## config.mk

```make
export PLATFORM = sky130hd
export DESIGN_NAME = yfr_frame_ctrl
export DESIGN_NICKNAME = d
export VERILOG_FILES = /design/src/hw/rtl/yfr_pkg.sv /design/src/hw/rtl/yfr_frame_ctrl.sv
export SDC_FILE = /design/constraint.sdc
export NUM_CORES = 1
export LEC_CHECK = 0
export BUFFER_PORTS_ARGS = -buffer_cell sky130_fd_sc_hd__buf_2
export CAP_MARGIN = 20
export CORE_MARGIN = 3
export CORE_UTILIZATION = 55
export DETAILED_ROUTE_END_ITERATION = 6
export HOLD_SLACK_MARGIN = 0.08
export PLACE_DENSITY = 0.85
export SKIP_CTS_REPAIR_TIMING = 1
export SYNTH_ARGS = -nofsm -noshare
export SYNTH_HDL_FRONTEND = slang
export SYNTH_SLANG_ARGS = --single-unit
```

## constraint.sdc

```tcl
create_clock -name clock -period 13.5 [get_ports clock]
set_input_delay 0.675 -clock clock [delete_from_list [all_inputs] [get_ports clock]]
set_output_delay 0.675 -clock clock [all_outputs]
set_load 0.005 [all_outputs]
```

## src/hw/rtl/yfr_pkg.sv

```systemverilog
// Shared constants, types and helpers for the YUV 4:2:0 frame rotator.
// No dependencies; imported by every module of the block.
`timescale 1ns / 1ps

package yfr_pkg;

   localparam int MAX_WIDTH   = 256;
   localparam int MAX_HEIGHT  = 256;
   localparam int PIX_W       = 8;
   localparam int DIM_W       = $clog2(MAX_WIDTH) + 1;
   localparam int BANK_SIZE   = MAX_WIDTH * MAX_HEIGHT
                                + 2 * ((MAX_WIDTH / 2) * (MAX_HEIGHT / 2));
   localparam int STORE_DEPTH = 2 * BANK_SIZE;
   localparam int POS_W       = $clog2(BANK_SIZE);
   localparam int ADDR_W      = $clog2(STORE_DEPTH);
   localparam int OFF_W       = $clog2(MAX_WIDTH * MAX_HEIGHT);
   localparam int QUO_W       = $clog2(MAX_WIDTH);
   localparam int COL_W       = $clog2(MAX_HEIGHT);

   localparam logic [ADDR_W-1:0] BANK_OFFSET = ADDR_W'(BANK_SIZE);
   localparam logic [DIM_W-1:0]  MAX_W_DIM   = DIM_W'(MAX_WIDTH);
   localparam logic [DIM_W-1:0]  MAX_H_DIM   = DIM_W'(MAX_HEIGHT);
   localparam logic [DIM_W-1:0]  MIN_DIM     = DIM_W'(2);

   localparam logic [1:0] PLANE_Y = 2'd0;
   localparam logic [1:0] PLANE_U = 2'd1;
   localparam logic [1:0] PLANE_V = 2'd2;

   typedef enum logic [1:0] {
      CSR_FRAME_WIDTH  = 2'd0,
      CSR_FRAME_HEIGHT = 2'd1,
      CSR_ROTATION     = 2'd2
   } csr_index_type;

   typedef enum logic [1:0] {
      ROT_NONE = 2'd0,
      ROT_90   = 2'd1,
      ROT_180  = 2'd2,
      ROT_270  = 2'd3
   } rot_mode_type;

   // clamped frame geometry, recomputed from the config registers
   typedef struct packed {
      logic [DIM_W-1:0] w;
      logic [DIM_W-1:0] h;
      logic [POS_W-1:0] ysize;
      logic [POS_W-1:0] ycsize;
      logic [POS_W-1:0] fsize;
   } sizes_type;

   // one sample on its way from the input to the frame store
   typedef struct packed {
      logic [PIX_W-1:0]  pixel;
      logic [ADDR_W-1:0] wr_addr;
      logic              rd_bank;
      logic              rd_zero;
      logic              chroma;
      logic [1:0]        plane;
      logic              last;
      logic              outv;
      logic [OFF_W-1:0]  q;
      logic [OFF_W-1:0]  rem;
      logic [QUO_W-1:0]  quo;
      logic [POS_W-1:0]  prod;
      logic [POS_W-1:0]  term;
      logic [ADDR_W-1:0] rd_base;
      logic [ADDR_W-1:0] rd_addr;
   } pipe_type;

   function automatic logic [DIM_W-1:0] clamp_dim(input logic [DIM_W-1:0] v,
                                                  input logic [DIM_W-1:0] maxv);
      logic [DIM_W-1:0] c;
      c = v;
      if (v < MIN_DIM) c = MIN_DIM;
      if (v > maxv) c = maxv;
      return {c[DIM_W-1:1], 1'b0};
   endfunction

endpackage

```

## src/hw/rtl/yfr_frame_ctrl.sv

```systemverilog
// Config registers, frame geometry and write/read position tracking.
// Produces the first pipeline stage of each accepted sample. Uses yfr_pkg.
`timescale 1ns / 1ps

module yfr_frame_ctrl (
   input  logic                       clock,
   input  logic                       reset,
   input  logic                       req_tvalid,
   output logic                       req_tready,
   input  logic [yfr_pkg::PIX_W-1:0]  req_tdata,
   input  logic                       req_tuser,
   input  logic                       csr_valid,
   output logic                       csr_ready,
   input  logic [1:0]                 csr_index,
   input  logic [yfr_pkg::DIM_W-1:0]  csr_wdata,
   input  logic                       adv,
   output logic                       st_valid,
   output yfr_pkg::pipe_type          st,
   output yfr_pkg::sizes_type         sizes,
   output yfr_pkg::rot_mode_type      mode
);
   import yfr_pkg::*;

   logic [DIM_W-1:0] width_ff, width_in, height_ff, height_in;
   rot_mode_type     mode_ff, mode_in;
   logic             settle_ff, settle_in;
   sizes_type        sizes_ff, sizes_in;
   logic [POS_W-1:0] pos_ff, pos_in;
   logic             bank_ff, bank_in, done_ff, done_in;
   logic             st_valid_ff, st_valid_in;
   pipe_type         st_ff, st_in;

   logic             csr_wr, accept, ovf, wrap;
   logic [POS_W-1:0] p, p_inc;
   logic [DIM_W-1:0] cw, ch;

   assign csr_ready = 1'b1;
   assign csr_wr    = csr_valid && csr_ready;
   // after a config write the input is held off while the geometry registers catch up
   assign req_tready = adv && !settle_ff;
   assign accept     = req_tvalid && req_tready;

   always_comb begin
      width_in  = width_ff;
      height_in = height_ff;
      mode_in   = mode_ff;
      if (csr_wr) begin
         case (csr_index_type'(csr_index))
            CSR_FRAME_WIDTH:  width_in  = csr_wdata;
            CSR_FRAME_HEIGHT: height_in = csr_wdata;
            CSR_ROTATION:     mode_in   = rot_mode_type'(csr_wdata[1:0]);
            default: ;
         endcase
      end
      settle_in = csr_wr;
   end

   always_comb begin
      cw             = clamp_dim(width_ff, MAX_W_DIM);
      ch             = clamp_dim(height_ff, MAX_H_DIM);
      sizes_in.w     = cw;
      sizes_in.h     = ch;
      sizes_in.ysize = POS_W'(cw) * POS_W'(ch);
      // both dimensions are even, so each chroma plane is a quarter of luma
      sizes_in.ycsize = sizes_in.ysize + (sizes_in.ysize >> 2);
      sizes_in.fsize  = sizes_in.ysize + (sizes_in.ysize >> 1);
   end

   assign p     = req_tuser ? '0 : pos_ff;
   assign p_inc = p + POS_W'(1);
   assign ovf   = (p >= sizes_ff.fsize);
   assign wrap  = (p_inc >= sizes_ff.fsize);

   always_comb begin
      pos_in  = pos_ff;
      bank_in = bank_ff;
      done_in = done_ff;
      if (accept) begin
         if (wrap) begin
            pos_in  = '0;
            bank_in = ~bank_ff;
            done_in = 1'b1;
         end else begin
            pos_in = p_inc;
         end
      end
      st_valid_in = adv ? accept : st_valid_ff;
   end

   always_comb begin
      st_in         = '0;
      st_in.pixel   = req_tdata;
      st_in.wr_addr = bank_ff ? (ADDR_W'(p) + BANK_OFFSET) : ADDR_W'(p);
      st_in.rd_bank = ~bank_ff;
      st_in.outv    = done_ff | wrap;
      if (!done_ff) begin
         st_in.rd_zero = 1'b1;
         st_in.plane   = PLANE_Y;
      end else if (ovf) begin
         // size shrank below the current position: frame ends here
         st_in.rd_zero = 1'b1;
         st_in.plane   = PLANE_V;
         st_in.last    = 1'b1;
      end else begin
         st_in.last = (p_inc == sizes_ff.fsize);
         if (p < sizes_ff.ysize) begin
            st_in.plane = PLANE_Y;
            st_in.q     = OFF_W'(p);
         end else if (p < sizes_ff.ycsize) begin
            st_in.plane  = PLANE_U;
            st_in.chroma = 1'b1;
            st_in.q      = OFF_W'(p - sizes_ff.ysize);
         end else begin
            st_in.plane  = PLANE_V;
            st_in.chroma = 1'b1;
            st_in.q      = OFF_W'(p - sizes_ff.ycsize);
         end
      end
      st_in.rem = st_in.q;
   end

   always_ff @(posedge clock) begin
      if (reset) begin
         width_ff    <= MAX_W_DIM;
         height_ff   <= MAX_H_DIM;
         mode_ff     <= ROT_NONE;
         settle_ff   <= 1'b1;
         pos_ff      <= '0;
         bank_ff     <= 1'b0;
         done_ff     <= 1'b0;
         st_valid_ff <= 1'b0;
      end else begin
         width_ff    <= width_in;
         height_ff   <= height_in;
         mode_ff     <= mode_in;
         settle_ff   <= settle_in;
         pos_ff      <= pos_in;
         bank_ff     <= bank_in;
         done_ff     <= done_in;
         st_valid_ff <= st_valid_in;
      end
   end

   always_ff @(posedge clock) begin
      sizes_ff <= sizes_in;
      if (adv) st_ff <= st_in;
   end

   assign st_valid = st_valid_ff;
   assign st       = st_ff;
   assign sizes    = sizes_ff;
   assign mode     = mode_ff;

endmodule

```

=== After elaboration in Yosys (flattened, before gate mapping) ===
Index checks and enable logic that the tools add are counted.

* Add/sub/neg operators: 6
* Multipliers: 1
* Order comparisons: 8
* Equality and inequality tests: 3
* Muxes and demuxes: 13
* Bitwise gates (word level): 3
* Reduce and logical (&&, ||, !) cells: 10

{| class="wikitable"
|+ Operators by type and width
! cell !! count
|-
| 17-bit two-way mux || 3
|-
| 9-bit two-way mux || 4
|-
| 17-bit greater-or-equal comparator || 2
|-
| 17-bit < comparator || 2
|-
| 16-bit two-way mux || 2
|-
| 16-bit subtractor || 2
|-
| 17-bit by 17-bit adder with 18-bit output, second input constant || 1
|-
| 9-bit > comparator, second input constant || 2
|-
| 9-bit by 2-bit < comparator with 1-bit output, second input constant || 2
|-
| 17-bit by 1-bit adder with 17-bit output, second input constant || 1
|-
| 17-bit by 15-bit adder with 17-bit output || 1
|-
| 17-bit by 16-bit adder with 17-bit output || 1
|-
| 17-bit == test || 1
|-
| 8-bit by 8-bit multiplier with 15-bit output || 1
|-
| 2-bit AND reduction || 4
|-
| 2-bit two-way mux || 2
|-
| 3-bit two-way mux || 1
|-
| 3-bit OR reduction || 1
|-
| 2-bit by 1-bit == test with 1-bit output, second input constant || 1
|-
| 2-bit == test, second input constant || 1
|-
| 1-bit logical AND || 2
|-
| 2-bit logical NOT || 1
|-
| 1-bit inverter || 2
|-
| 2-bit OR reduction || 1
|-
| other kinds (3) || 3
|}

* Register bits: 155
* Input bits: 25
* Output and inout port bits: 217
* Logic and storage cells: 68

=== Longest topological paths before layout ===
* Word-level depth: 5
* Depth in mapped cells: 27
* Depth with buffers taken out: 26

=== Worst setup path before layout ===
Ideal clock, no wire load.

* Kind: flip-flop to flip-flop
* Start point: register width_ff[2]
* End point: register sizes_ff (netlist bit sizes[33])
* Setup time: 133 ps
* Arrival: 5,937 ps
* Data required time: 13,367 ps
* Setup slack: 7,430 ps
* Cell stages (with the launch flop): 27
* Buffers on the path: 1
* Clock period less this slack: 6,070 ps
* Path through: dfxtp_1 nor4_1 a21oi_1 or2_2 clkbuf_1 inv_1 nand2_1 fa_1 fa_1 inv_1 fa_1 inv_1 fa_1 inv_1 ha_1 or2_1 a21oi_1 a21oi_1 a211oi_1 xnor2_1 ha_1 nand3_1 nand2_1 a41o_1 or4_1 nand3_1 xnor2_1

{| class="wikitable"
|+ RTL lines
! element !! RTL line !! text
|-
| start, declared || yfr_frame_ctrl.sv:24 || <nowiki>logic [DIM_W-1:0] width_ff, width_in, height_ff, height_in;</nowiki>
|-
| start signal, assigned || yfr_frame_ctrl.sv:133 || <nowiki>width_ff <= width_in;</nowiki>
|-
| end signal, assigned || yfr_frame_ctrl.sv:145 || <nowiki>sizes_ff <= sizes_in;</nowiki>
|-
| end, declared || yfr_frame_ctrl.sv:27 || <nowiki>sizes_type sizes_ff, sizes_in;</nowiki>
|}

==> summary.txt <==
GRT
  • Antenna violations before repair: 0
  • First-pass GRT wire length: 42.8 mm
  • Number of global-route vias before repair: 8,515
  • Largest net degree at the start of global routing: 51
  • GR Overflow Total: 0
  • All-Layer GR Usage: 24.1%

Yosys
  • Seq cells post-synth: between 100 and 150
  • Synth warnings: 0
  • Largest area contributor in the netlist: dfxtp_1
  • Async S/R FF share, synth: 0%
  • Cell Area, Synth: 11,300 sq um
  • Seq/Total Area, Yosys: 30.9%
  • Synth top area cells: dfxtp_1 (18%), ha_1 (14%), edfxtp_1 (13%)
  • Synthesized instance count: 1,225
  • EDFF count, synth: 49
  • Post-Syn Area per Cell: 9.19 sq um
  • Synth unique cells: slightly above 80
  • Share of the synthesized area in the top cell type: 17.8%
  • Post-synth top flop: dfxtp_1

Cells and area
  • Fill count: about 1,600
  • Most frequent cells in the layout: buf_2 (157), inv_1 (140), nor2_1 (131)
  • Multi-input logic area: 6670 sq um
  • FF+latch area: 3470 sq um
  • Nets: 1,549
  • Syn-to-layout area delta: 10.5%
  • Final core utilization: 62.9%
  • Layout cell share with drive strength beyond 1: about 17%
  • Antenna cells: 0
  • Commonest non-fill, non-tap cell in the layout: buf_2

Placement
  • Pre-CTS WS: 7090 ps
  • I/O Buffers: 157
  • RePlAce Congestion: 0.944
  • Hpwl dp: 21.1 mm

STA
  • RSZ-0062 raised after global routing: no
  • Hold Vio Cnt, Final: 0
  • Post-Route Skew: 13.8 ps
  • Setup TNS: 0 ps
  • Max Freq: between 150 and 200 MHz
  • Tcrit/Tclk final: 48.8%
  • Final Critical Period: 6580 ps
  • Final Max Slew Viols: 0
  • Final setup vio count: 0
  • Worst slew margin: 29.4%
  • Worst-margin pin slew: 1060 ps
  • Final WS setup: roughly 6900 ps

Run
  • Maximum capacitance violations: 0

Setup path
  • Setup crit end kind: flip-flop
  • Levels on crit path: 24
  • CP Data Arrival Time: slightly below 7000 ps
  • Worst path bufs/invs: 4
  • Startpoint types: flip-flop
  • Crit-path cells: nor4_1, a21oi_1, or2_2, inv_1, nand2_1, fa_1, fa_1, inv_1, fa_1, inv_1, fa_1, inv_1, ha_1, or2_1, a31oi_1, xnor2_1, ha_1, and2_1, a31o_2, a31o_2, o41ai_2, o21bai_1, a21oi_1, xnor2_1
  • CP required: 13,850 ps
  • Critical path's largest stage delay: 550 ps
  • CP top delay family: adder cells
  • Crit Path Class: reg -> reg
  • FF-to-FF path depth: 24
  • Crit-path max FO: 7
  • CP max stage cell: fa_1

Power
  • Cell Pwr Density: 86.4 nW/um^2
  • Reported leakage power: just over 6 nW
  • VDD IR max: 0.0930 mV

Drt
  • ANT nets after route: 0
  • WL per Instance: 16.4 um
  • Vias per cell: 5.38
  • DR DRC count: 0
  • Iter 0 DRT Violations: around 550
  • Drt first pass iters: 5
  • Total Wirelength: 26.8 mm
  • Vias: 8,796

Floorplan
  • Die Width: 149 um
  • Die span in y: 149 um
  • Initial Util: 56.9%
  • Core ar.: 19,800 sq um
  • Die ar.: 22,200 sq um
  • Num rows: 51
  • Number of I/O pins: 242

CTS
  • # H-tree levels: 4
  • # clock sinks: 149
  • CTS tree: yes
  • Clk root buf: clkbuf_16
  • Clock buffer count from CTS: 17
  • Clk_lat worst skew: 430 ps
  • Clk pin slew, worst setup/hold paths: 70 ps
  • Clk buf depth: 2

Hold path
  • Worst hold path class: in -> reg
  • Hold depth: 1

Outcome
  • Status: completed
cells by family (layout without fill, tap and decap cells):
logic type / after synthesis / count (layout) / synth area share, %
xor+xnor: 75 / 75 / 5.90
fa+ha+maj: 166 / 166 / 21.1
other cells: 2 / 84 / 0.0667
buf+inv: 270 / 334 / 12.7
flops: 149 / 149 / 30.9
mux: 32 / 32 / 2.99
simple gates: 343 / 343 / 14.5
compound gates: 188 / 188 / 11.9
registers in the layout, summed over array words and instances, names as in the netlist:
signal / flops
height_ff: 8
mode: 2
bank_ff: 1
st: 49
width_ff: 8
settle_ff: 1
st_valid: 1
done_ff: 1
pos_ff: 17
sizes: 61
path summary, 6_finish.rpt:
path | startpoint | endpoint | slack (ps)
max | width_ff[2] | sizes[15] | 6920
min reg2reg | width_ff[8] | sizes[68] | 430
min | req_tdata[4] | st[139] | 420
max reg2reg | width_ff[2] | sizes[15] | 6920
metal layers:
| layer | vias up | GRT usage (%) | share of wire (%) |
|---|---|---|---|
| li1 | 4216 | - | - |
| met1 | 4151 | 30.3 | 40 |
| met2 | 358 | 41.3 | 50 |
| met3 | 71 | 4.16 | 6.5 |
| met4 | 0 | 9.57 | 3.5 |
| met5 | - | 0 | 0 |
synthesized netlist by cell type, drive strengths merged, types with 28 or more instances:
| cell | n |
|---|---|
| nand3 | 37 |
| a21oi | 58 |
| nand2 | 72 |
| ha | 127 |
| buf | 113 |
| edfxtp | 49 |
| fa | 39 |
| nor2 | 131 |
| dfxtp | 100 |
| mux2i | 28 |
| inv | 141 |
| xnor2 | 52 |
power by group:
group	internal [mW]	switching [mW]	leakage (nW)
Combinational	0.0369	0.0566	4.60
Clock	0.298	0.202	0.304
Sequential	0.475	0.00674	1.29
Total	0.810	0.265	6.19
cell type report:
| type | instances | area share (%) |
|---|---|---|
| Clock inverter | 12 | 1.14 |
| Multi-Input combinational cell | 888 | 53.6 |
| Clock buffer | 20 | 3.85 |
| Sequential cell | 149 | 27.9 |
| Tap cell | 265 | 2.67 |
| Timing Repair Buffer | 161 | 6.56 |
| Inverter | 141 | 4.26 |
per-stage QoR:
stage	instance area, sq um	power (mW)	cells	hold WS (ps)
global placement	11800	0.581	1604	386
finish	12400	1.08	1636	418
CTS	12400	1.08	1636	401
floorplan	11600	0.570	1307	432
detailed placement	11800	0.583	1604	401
global route	12400	1.11	1636	400
worst reg2reg max path, delay by kind of cell (launching register included):
family	cells	cell delay, ps
AO/OA/AOI/OAI	7	1450
AND/OR/NAND/NOR	5	1150
buffers and inverters	4	290
XOR/XNOR	2	440
flip-flops	1	320
adder cells (fa/ha/maj)	6	2890
No activity file was read; power rests on OpenSTA's default activity.
