File: src/hw/rtl/yfr_pkg.sv
// Shared constants, types and helpers for the YUV 4:2:0 frame rotator.
// No dependencies; imported by every module of the block.
`timescale 1ns / 1ps

package yfr_pkg;

   localparam int MAX_WIDTH   = 256;
   localparam int MAX_HEIGHT  = 256;
   localparam int PIX_W       = 8;
   localparam int DIM_W       = $clog2(MAX_WIDTH) + 1;
   localparam int BANK_SIZE   = MAX_WIDTH * MAX_HEIGHT
                                + 2 * ((MAX_WIDTH / 2) * (MAX_HEIGHT / 2));
   localparam int STORE_DEPTH = 2 * BANK_SIZE;
   localparam int POS_W       = $clog2(BANK_SIZE);
   localparam int ADDR_W      = $clog2(STORE_DEPTH);
   localparam int OFF_W       = $clog2(MAX_WIDTH * MAX_HEIGHT);
   localparam int QUO_W       = $clog2(MAX_WIDTH);
   localparam int COL_W       = $clog2(MAX_HEIGHT);

   localparam logic [ADDR_W-1:0] BANK_OFFSET = ADDR_W'(BANK_SIZE);
   localparam logic [DIM_W-1:0]  MAX_W_DIM   = DIM_W'(MAX_WIDTH);
   localparam logic [DIM_W-1:0]  MAX_H_DIM   = DIM_W'(MAX_HEIGHT);
   localparam logic [DIM_W-1:0]  MIN_DIM     = DIM_W'(2);

   localparam logic [1:0] PLANE_Y = 2'd0;
   localparam logic [1:0] PLANE_U = 2'd1;
   localparam logic [1:0] PLANE_V = 2'd2;

   typedef enum logic [1:0] {
      CSR_FRAME_WIDTH  = 2'd0,
      CSR_FRAME_HEIGHT = 2'd1,
      CSR_ROTATION     = 2'd2
   } csr_index_type;

   typedef enum logic [1:0] {
      ROT_NONE = 2'd0,
      ROT_90   = 2'd1,
      ROT_180  = 2'd2,
      ROT_270  = 2'd3
   } rot_mode_type;

   // clamped frame geometry, recomputed from the config registers
   typedef struct packed {
      logic [DIM_W-1:0] w;
      logic [DIM_W-1:0] h;
      logic [POS_W-1:0] ysize;
      logic [POS_W-1:0] ycsize;
      logic [POS_W-1:0] fsize;
   } sizes_type;

   // one sample on its way from the input to the frame store
   typedef struct packed {
      logic [PIX_W-1:0]  pixel;
      logic [ADDR_W-1:0] wr_addr;
      logic              rd_bank;
      logic              rd_zero;
      logic              chroma;
      logic [1:0]        plane;
      logic              last;
      logic              outv;
      logic [OFF_W-1:0]  q;
      logic [OFF_W-1:0]  rem;
      logic [QUO_W-1:0]  quo;
      logic [POS_W-1:0]  prod;
      logic [POS_W-1:0]  term;
      logic [ADDR_W-1:0] rd_base;
      logic [ADDR_W-1:0] rd_addr;
   } pipe_type;

   function automatic logic [DIM_W-1:0] clamp_dim(input logic [DIM_W-1:0] v,
                                                  input logic [DIM_W-1:0] maxv);
      logic [DIM_W-1:0] c;
      c = v;
      if (v < MIN_DIM) c = MIN_DIM;
      if (v > maxv) c = maxv;
      return {c[DIM_W-1:1], 1'b0};
   endfunction

endpackage

File: src/hw/rtl/yfr_addr_gen.sv
// Source address pipeline: restoring divider (one quotient bit per stage)
// splits the output index into row/column, then multiply and add. Uses yfr_pkg.
`timescale 1ns / 1ps

module yfr_addr_gen (
   input  logic                  clock,
   input  logic                  reset,
   input  logic                  adv,
   input  logic                  in_valid,
   input  yfr_pkg::pipe_type     in_stage,
   input  yfr_pkg::sizes_type    sizes,
   input  yfr_pkg::rot_mode_type mode,
   output logic                  out_valid,
   output yfr_pkg::pipe_type     out_stage
);
   import yfr_pkg::*;

   pipe_type         div_src [QUO_W];
   pipe_type         div_in  [QUO_W];
   pipe_type         div_ff  [QUO_W];
   logic [QUO_W-1:0] div_valid_ff;
   pipe_type         mul_ff, mul_in;
   logic             mul_valid_ff;
   pipe_type         adr_ff, adr_in;
   logic             adr_valid_ff;

   // divide the plane-local index by the plane height
   always_comb begin
      logic [POS_W-1:0] trial;
      logic [DIM_W-1:0] sh;
      div_src[0] = in_stage;
      for (int k = 1; k < QUO_W; k++) div_src[k] = div_ff[k-1];
      for (int k = 0; k < QUO_W; k++) begin
         div_in[k] = div_src[k];
         sh        = div_src[k].chroma ? (sizes.h >> 1) : sizes.h;
         trial     = POS_W'(sh) << (QUO_W - 1 - k);
         if ({1'b0, div_src[k].rem} >= trial) begin
            div_in[k].rem               = div_src[k].rem - trial[OFF_W-1:0];
            div_in[k].quo[QUO_W-1-k]    = 1'b1;
         end
      end
   end

   always_comb begin
      pipe_type         s;
      logic [DIM_W-1:0] sw, sh, fac;
      logic [COL_W-1:0] col;
      logic [QUO_W-1:0] row;
      logic [POS_W-1:0] base;
      s      = div_ff[QUO_W-1];
      mul_in = s;
      sw     = s.chroma ? (sizes.w >> 1) : sizes.w;
      sh     = s.chroma ? (sizes.h >> 1) : sizes.h;
      col    = s.rem[COL_W-1:0];
      row    = s.quo;
      case (mode)
         ROT_90: begin
            fac         = sh - DIM_W'(col) - DIM_W'(1);
            mul_in.term = POS_W'(row);
         end
         ROT_180: begin
            fac         = sh;
            mul_in.term = ~POS_W'(s.q);  // adds as -q-1
         end
         ROT_270: begin
            fac         = DIM_W'(col);
            mul_in.term = POS_W'(sw) - POS_W'(row) - POS_W'(1);
         end
         default: begin
            fac         = '0;
            mul_in.term = POS_W'(s.q);
         end
      endcase
      mul_in.prod = POS_W'(fac) * POS_W'(sw);
      case (s.plane)
         PLANE_U: base = sizes.ysize;
         PLANE_V: base = sizes.ycsize;
         default: base = '0;
      endcase
      mul_in.rd_base = s.rd_bank ? (ADDR_W'(base) + BANK_OFFSET) : ADDR_W'(base);
   end

   always_comb begin
      logic [POS_W-1:0] off;
      adr_in         = mul_ff;
      off            = mul_ff.prod + mul_ff.term;
      adr_in.rd_addr = mul_ff.rd_base + ADDR_W'(off);
   end

   always_ff @(posedge clock) begin
      if (reset) begin
         div_valid_ff <= '0;
         mul_valid_ff <= 1'b0;
         adr_valid_ff <= 1'b0;
      end else if (adv) begin
         div_valid_ff <= {div_valid_ff[QUO_W-2:0], in_valid};
         mul_valid_ff <= div_valid_ff[QUO_W-1];
         adr_valid_ff <= mul_valid_ff;
      end
   end

   always_ff @(posedge clock) begin
      if (adv) begin
         for (int k = 0; k < QUO_W; k++) div_ff[k] <= div_in[k];
         mul_ff <= mul_in;
         adr_ff <= adr_in;
      end
   end

   assign out_valid = adr_valid_ff;
   assign out_stage = adr_ff;

endmodule

File: config.mk
export PLATFORM = sky130hd
export DESIGN_NAME = yfr_addr_gen
export DESIGN_NICKNAME = d
export VERILOG_FILES = /design/src/hw/rtl/yfr_pkg.sv /design/src/hw/rtl/yfr_addr_gen.sv
export SDC_FILE = /design/constraint.sdc
export NUM_CORES = 1
export LEC_CHECK = 0
export BUFFER_PORTS_ARGS = -buffer_cell sky130_fd_sc_hd__buf_4
export CORE_ASPECT_RATIO = 0.9
export CORE_MARGIN = 1.5
export CORE_UTILIZATION = 50
export DETAILED_ROUTE_END_ITERATION = 6
export GPL_TIMING_DRIVEN = 1
export PLACE_DENSITY = 0.69
export SLEW_MARGIN = 10
export SYNTH_ARGS = -nofsm -noshare
export SYNTH_HDL_FRONTEND = slang
export SYNTH_SLANG_ARGS = --single-unit
File: constraint.sdc
create_clock -name clock -period 9.9 [get_ports clock]
set_clock_uncertainty 0.2 [all_clocks]
set_input_delay 1.98 -clock clock [delete_from_list [all_inputs] [get_ports clock]]
set_output_delay 1.98 -clock clock [all_outputs]
set_load 0.02 [all_outputs]
# Word-level counts from Yosys, hierarchy flattened

Memories as Yosys holds them, arrays and structs flattened.
Cells that the tools add are included.

Add/sub/neg operators: 15
$mul: 1
Div/mod/pow operators: 0
Magnitude comparators: 8
Equal/unequal tests: 5
Shift operators: 0
Multiplexer cells: 31
Bitwise gates (word level): 1
Reduce and logical (&&, ||, !) cells: 0

Operators with widths:

| kind                     | number |
|---|---|
| $mux W16                 | 7 |
| $mux W9                  | 10 |
| $pmux W17 S3             | 1 |
| $mux W17                 | 2 |
| $pmux W17 S2             | 1 |
| $pmux W9 S3              | 1 |
| $add A17 B17 Y18 const B | 1 |
| $add A18 B17 Y18         | 1 |
| $add A17 B17 Y17         | 1 |
| $mul A9 B9 Y17           | 1 |
| $not A16 Y17             | 1 |
| $ge A16 B10 Y1           | 1 |
| $ge A16 B11 Y1           | 1 |
| $ge A16 B12 Y1           | 1 |
| $ge A16 B13 Y1           | 1 |
| $ge A16 B14 Y1           | 1 |
| $ge A16 B15 Y1           | 1 |
| $ge A16 B16 Y1           | 1 |
| $ge A16 B9 Y1            | 1 |
| $sub A16 B10 Y16         | 1 |
| $sub A16 B11 Y16         | 1 |
| $sub A16 B12 Y16         | 1 |
| $sub A16 B13 Y16         | 1 |
| $sub A16 B14 Y16         | 1 |
| 10 further kinds         | 21 |

Register bits after elaboration: 278
Latch bits: 0
Bits in writable memories: 1,144
ROM bits: 0
Input port bits: 218
Output and inout bits: 144
Memories: 1

Memories:

| name   | depth | bits a word | read ports | clocked after Yosys merged registers in | wr ports | line               | RTL |
|---|---|---|---|---|---|---|---|
| div_ff | 8     | 143         | 8          | 0                                       | 8        | yfr_addr_gen.sv:20 | `pipe_type div_ff [QUO_W];` |

# Depth between registers and ports, before layout

Gate-level depths: netlist of run 1.
An unclocked memory read counts as a cell.

Depth after elaboration: 6
Mapped depth: 30
Depth with buffers taken out: 28

# Worst setup path before layout of run 1

No wires, ideal clock.

Path type: input to register
Start: input sizes[52] (netlist bit)
End: register mul_ff, in the netlist adr_in[69], data pin
Library setup time: 0.260 ns
Data arrival time: 7.952 ns
Path slack: 1.488 ns
Stages: 27
Path buffers: 1
Cell sequence: clkbuf_1 > mux2_2 > ha_1 > inv_1 > fa_1 > nor2b_1 > o31a_1 > o21a_1 > o21ai_0 > or3b_2 > a31oi_2 > nand2_1 > fa_1 > inv_1 > fa_1 > fa_1 > inv_1 > fa_1 > inv_1 > ha_1 > o21a_1 > a21boi_0 > o41ai_1 > nand2b_1 > a31oi_1 > xnor2_1 > xnor2_1

RTL lines:

| element              | line                | RTL |
|---|---|---|
| from (decl)          | yfr_addr_gen.sv:11  | `input yfr_pkg::sizes_type sizes,` |
| to (signal assigned) | yfr_addr_gen.sv:105 | `mul_ff <= mul_in;` |
| to (decl)            | yfr_addr_gen.sv:22  | `pipe_type mul_ff, mul_in;` |

==> results by group, run 1 <==
Yosys
  • Sequential-to-total area share from yosys stat: 69.9%
  • Mapped Cells: 2374
  • Post-synth EDFFs: 852
  • Prevailing post-synth register cell: edfxtp_1
  • Syn nets: ~2800
  • FFs w/ async S/R, synth: 0%
  • Syn avg cell area: 15.5 µm²
  • Library cells used by synthesis: 75
  • Synth Warn #: 0
  • Mapped Area: 0.0369 mm²
  • Seq cells post-synth: 862

Place
  • Dpl cells: 3569
  • GPL Wtd Cong: 0.870
  • Hpwl dp: 46.1 mm
  • Port buffer count: 274

Route
  • Final ANT Viol Nets: 0
  • Via density: 5.26
  • TritonRoute pass-1 iters: 5
  • Avg WL per Cell: about 18 µm
  • Vias: 19640
  • DR iter-0 viols: 1197
  • DRT Wirelength: 67.1 mm
  • DRC errors left: 0

Global route
  • GRT Util Overall: 17.7%
  • GRT overflow: 0
  • Largest net degree at the start of global routing: 215
  • First-pass GRT wire length: 104 mm
  • Initial antenna violation count: 2
  • Number of global-route vias before repair: between 15000 and 20000

Worst setup path
  • Reg2reg setup slack: roughly 1.7 ns
  • Reg2Reg Depth: 26
  • Data required, critical path: 10.08 ns
  • Crit path launch type: input pin
  • Worst Path Max Fanout: 18
  • Crit path DAT: 8.77 ns
  • Critical path type: in2reg
  • Worst Setup End Kind: flop

Timing
  • Fin crit period: 8.59 ns
  • Final Max Tran Viols: 0
  • Setup-failing EPs final: 0
  • Max_slew headroom: 29.1%
  • Final cycle utilization of the critical path: 86.8%
  • TNS Setup: 0 ns
  • Final Hold Fails: 0
  • FMAX: between 100 and 150 MHz
  • Worst-Margin Slew: 1.06 ns
  • Final hold slack: between 0.15 and 0.2 ns
  • RSZ-0062 raised after global routing: false

Finish
  • Synth-to-Final Area Change: 16.9%
  • Multi-input logic area: 0.0103 mm²
  • Layout cells sized above 1: 18.0%
  • # fillers: 5567
  • N_diodes: 0
  • Sequential standard cell area: ~0.026 mm²
  • Final Net Count: between 3000 and 4000
  • Fin cells: 3731

Power
  • Max VDD drop: 0.000147 V
  • PwrDens: 264 mW/mm²
  • Leak: about 17 nW

CTS
  • Hold_buf cts: 0
  • Resized Gates After CTS: 0
  • Clk buf depth: 3
  • Root Driver: clkbuf_16
  • Post-CTS Setup Bufs: 0
  • Clock edge transition at the registers on the reported setup and hold paths: 0.06 ns
  • CTS tree: done
  • Worst skew pair latency: 0.65 ns
  • Clock buffer count from CTS: 87
  • Sink Count: 862
  • CTS H-tree lvls: 3

Floorplan
  • Overall die height: 261 µm
  • Core Region: 0.0730 mm²
  • Initial cell density of the core: about half
  • Die ar.: ~0.075 mm²
  • Row count: 94
  • Chip width: 289 µm
  • Boundary pin count: 362

Worst hold path
  • Hold Path Class: reg2reg
  • Hold Path Depth: 0

Run status
  • Status: finished clean

Job
  • Max-cap violations: 0
[final cells by class]
class / instances / area share (%)
Sequential cell: 862 / 59.8
Inverter: 149 / 1.30
Clock buffer: 98 / 5.14
Tap cell: 960 / 2.79
Clock inverter: 64 / 1.86
Timing Repair Buffer: 289 / 5.16
Multi-Input combinational cell: 1309 / 24.0
[metal layers]
metal / vias to the layer above / GRT usage (%) / share of wire (%)
met2: 484 / 28.5 / 47
li1: 9450 / - / -
met5: - / 0 / 0
met1: 9586 / 24.2 / 45
met3: 120 / 3.72 / 5.7
met4: 0 / 5.67 / 2.3
[synthesized netlist by cell type (10+ instances only)]
cell type | count | area share, %
mux2i_1 | 85 | 2.3
nand2b_1 | 49 | 0.83
nand3_1 | 19 | 0.26
nor4_1 | 12 | 0.20
or2_2 | 15 | 0.25
xor2_1 | 56 | 1.3
a22oi_1 | 21 | 0.43
nand2_1 | 85 | 0.87
o211ai_1 | 10 | 0.20
nor3_1 | 25 | 0.34
edfxtp_1 | 852 | 69
mux2_2 | 34 | 1.0
nor2_1 | 160 | 1.6
ha_1 | 162 | 5.5
xnor2_1 | 85 | 2.0
dfxtp_1 | 10 | 0.54
fa_1 | 61 | 3.3
a211oi_1 | 11 | 0.22
clkbuf_1 | 47 | 0.48
o21ai_0 | 99 | 1.3
o21a_1 | 20 | 0.41
nand4_1 | 10 | 0.17
a21oi_1 | 97 | 1.3
a21o_1 | 30 | 0.61
a21boi_0 | 10 | 0.20
nor2b_1 | 36 | 0.61
inv_1 | 149 | 1.5
[cell usage in the layout (no fill, tap or decap), drive strengths merged, types with 38 or more instances in the layout]
master and n:
inv 153, mux2i 85, nand2b 49, ha 162, xnor2 85, nand2 85
o21ai 100, clkinv 44, clkbuf 98, a21oi 102, edfxtp 852, fa 61
mux2 38, nor2 165, buf 289, xor2 56
[path summary, 6_finish.rpt]
path | from | end
max | sizes[52] | adr_in[69]
min | div_ff[0][259] | div_ff[0][402]
max reg2reg | div_ff[1][543] | adr_in[69]
min reg2reg | div_ff[0][259] | div_ff[0][402]
[critical path, stage by stage]
cell	delay [ns]
buf_4	0.19
mux2_2	0.30
ha_1	0.20
inv_1	0.07
fa_1	0.20
nor2b_1	0.07
o31a_1	0.28
o21a_1	0.19
o21ai_0	0.13
or3b_2	0.46
a31oi_2	0.50
nand2_1	0.16
fa_1	0.56
inv_1	0.06
fa_1	0.49
fa_1	0.51
inv_1	0.06
fa_1	0.53
inv_1	0.04
ha_1	0.33
o21a_1	0.21
a21boi_0	0.14
o41ai_1	0.43
nand2b_1	0.21
a31oi_1	0.16
xnor2_1	0.17
xnor2_1	0.13
[cell families after synthesis]
logic type	share of synthesized area [%]
compound gates	6.22
mux	3.51
buf+inv	2.09
xor+xnor	3.35
flops	69.9
simple gates	6.10
fa+ha+maj	8.81
[through the flow]
stage	instance area, µm²	power, mW	util (%)	setup WS (ns)
final	43100	11.4	59.0	1.31
after global routing	43100	12.1	59.0	0.929
after CTS	43100	11.5	59.0	1.30
after detailed placement	40100	8.09	54.9	0.641
after global placement	40100	7.97	54.9	0.718
after floorplan	36900	7.22	-	1.49
[sequential cells by signal (all words and copies together) (netlist names)]
name / cells
div_ff: 584
out_stage: 143
adr_in: 125
div_valid_ff: 8
mul_valid_ff: 1
out_valid: 1
[where the power goes]
group          total (mW)  internal (mW)  switching [mW]
combinational        3.11           1.39            1.72
clock                3.37           1.96            1.41
sequential           4.91           4.68           0.227
No activity file was read; power rests on OpenSTA's default activity.
==> run 2, diff against run 1 <==
- BUFFER_PORTS_ARGS: -buffer_cell sky130_fd_sc_hd__buf_4 -> not set
- DONT_BUFFER_PORTS: not set -> 1
- PLACE_DENSITY: 0.69 -> not set
==> run 2 against run 1 <==
Against the previous run:
- global-route usage is 0.81 points lower
- sequential power is 3% higher
- design area is 5.2% lower
- total power is 2.7% lower
- worst setup slack better by 0.10 ns
- critical path type unchanged
- non-clock buffer count is 282 lower
- wire length is 4.1% lower
- critical path depth is 1 lower
- register-to-register slack worse by 0.09 ns
- clock-buffer cell count is 15 higher
- the run now ends with max-slew violations left
==> results by group, run 2 (synthesized netlist as in run 1, its figures left out) <==
Timing
  • Worst-Margin Slew: 1.52 ns
  • Final Max Tran Viols: 66
  • TNS Setup: 0 ns
  • Final cycle utilization of the critical path: 85.7%
  • Fin crit period: 8.49 ns
  • Final Hold Fails: 0
  • FMAX: 118 MHz
  • Setup-failing EPs final: 0
  • Max_slew headroom: -1.34%
  • RSZ-0062 raised after global routing: false

Worst setup path
  • Worst Path Max Fanout: 18
  • Crit path launch type: input pin
  • Worst Setup End Kind: flop
  • Crit path DAT: 8.67 ns
  • Critical path type: in2reg
  • CP max-delay cell: fa_1
  • Critical path's most frequent cell: fa_1
  • Highest cell delay on the worst timing path: ~0.56 ns
  • Data required, critical path: 10.08 ns

CTS
  • Root Driver: clkbuf_16
  • Hold_buf cts: 0
  • CTS H-tree lvls: 3
  • Worst skew pair latency: 0.64 ns
  • Sink Count: 862
  • Resized Gates After CTS: 0
  • Clock edge transition at the registers on the reported setup and hold paths: 0.06 ns
  • Clk buf depth: 3
  • CTS tree: done
  • Post-CTS Setup Bufs: 0
  • Clock buffer count from CTS: about 90

Floorplan
  • Initial cell density of the core: 50.5%
  • Row count: 94
  • Die ar.: 0.0754 mm²
  • Core Region: 0.0730 mm²
  • Boundary pin count: 362
  • Chip width: 289 µm
  • Overall die height: 261 µm

Global route
  • Initial antenna violation count: 7
  • Met3 Use GR: between 4 and 5%
  • GRT overflow: 0
  • Largest net degree at the start of global routing: 863
  • Number of global-route vias before repair: approximately 19000
  • Met1 Use GR: 22.2%
  • Met2 Use GR: roughly 28%
  • GRT Util Overall: 16.9%
  • GRT Max-Usage Layer: met2
  • First-pass GRT wire length: 99.4 mm

Finish
  • Layout cells sized above 1: 8.31%
  • Max reg flops: 584
  • N_diodes: 0
  • Synth-to-Final Area Change: 10.8%
  • Most common cell after layout, fill and taps aside: edfxtp_1
  • Most frequent cells in the layout: edfxtp_1 (852), ha_1 (162), nor2_1 (160), inv_1 (149), o21ai_0 (99)
  • Final Net Count: 2858
  • # fillers: around 5600
  • Final Core Density: roughly 56%
  • Fin cells: 3450
  • Largest Register: div_ff

Run status
  • Failing checks: max-slew violations
  • Status: finished with violations

Power
  • Combinational Power Share: 25.5%
  • P_sw: approximately 3.3 mW
  • Clock power frac: slightly below 30%
  • Max VDD drop: ~0.00016 V
  • Leak: 15.2 nW
  • Sw Share: 29.6%
  • Seq pwr share: between 40% and 50%
  • P_int: 7.80 mW
  • PwrDens: 271 mW/mm²

Route
  • Via density: between 5 and 6
  • DR iter-0 viols: ~1400
  • Final ANT Viol Nets: 0
  • DRC errors left: 0
  • DRT Wirelength: 64.3 mm
  • TritonRoute pass-1 iters: 5
  • Avg WL per Cell: roughly 19 µm
  • Vias: about 19000

Place
  • Hpwl dp: 42.9 mm
  • Dpl cells: 3284
  • GPL Wtd Cong: 0.882
  • Port buffer count: 0

Worst hold path
  • Hold Path Class: reg2reg

Job
  • Max-cap violations: 0
run 2: worst paths after layout:
path	startpoint	endpoint	slack, ns	depth (start not counted)
max	sizes[52]	adr_in[69]	1.41	26
min	adr_in[125]	out_stage[125]	0.20	0
max reg2reg	div_ff[1][543]	adr_in[69]	1.64	26
min reg2reg	adr_in[125]	out_stage[125]	0.20	0
run 2: critical path: cells and delay by family:
kind | cells | cell delay [ns]
compound gates | 8 | 2.12
xor+xnor | 2 | 0.30
fa+ha+maj | 7 | 2.84
buf+inv | 4 | 0.22
mux | 1 | 0.28
simple gates | 4 | 0.94
run 2: final cells by class:
class,count,area (µm²),share of cell area [%]
clock buffers,113,2340,5.72
well taps,960,1200,2.94
inverters,149,559,1.37
repair buffers,7,113,0.276
clock inverters,50,544,1.33
multi-input cells,1309,10300,25.3
flip-flops and latches,862,25800,63.1
run 2: power groups by stage:
stage	logic [mW]	registers (mW)	clock network [mW]
4_1_cts	2.77	5.05	3.32
2_1_floorplan	2.22	5.00	0
5_1_grt	3.19	5.09	3.46
6_report	2.82	5.04	3.22
3_5_place_dp	2.74	5.12	0
3_3_place_gp	2.67	5.10	0
run 2: metrics by stage:
step                      power, mW  area, µm²  hold slack (ns)  setup WS [ns]
after detailed placement       7.86      37900            0.205          0.852
after global placement         7.77      37900            0.200          0.943
after floorplan                7.22      36900            0.200           1.49
after CTS                      11.1      40800            0.197           1.50
final                          11.1      40900            0.201           1.41
after global routing           11.7      40900            0.191           1.14
run 2: metal layers:
metal / wire length, µm / up-vias
met3: 3650 / 131
met5: 65 / -
met1: 28000 / 9060
li1: - / 8907
met2: 30900 / 415
met4: 1670 / 10
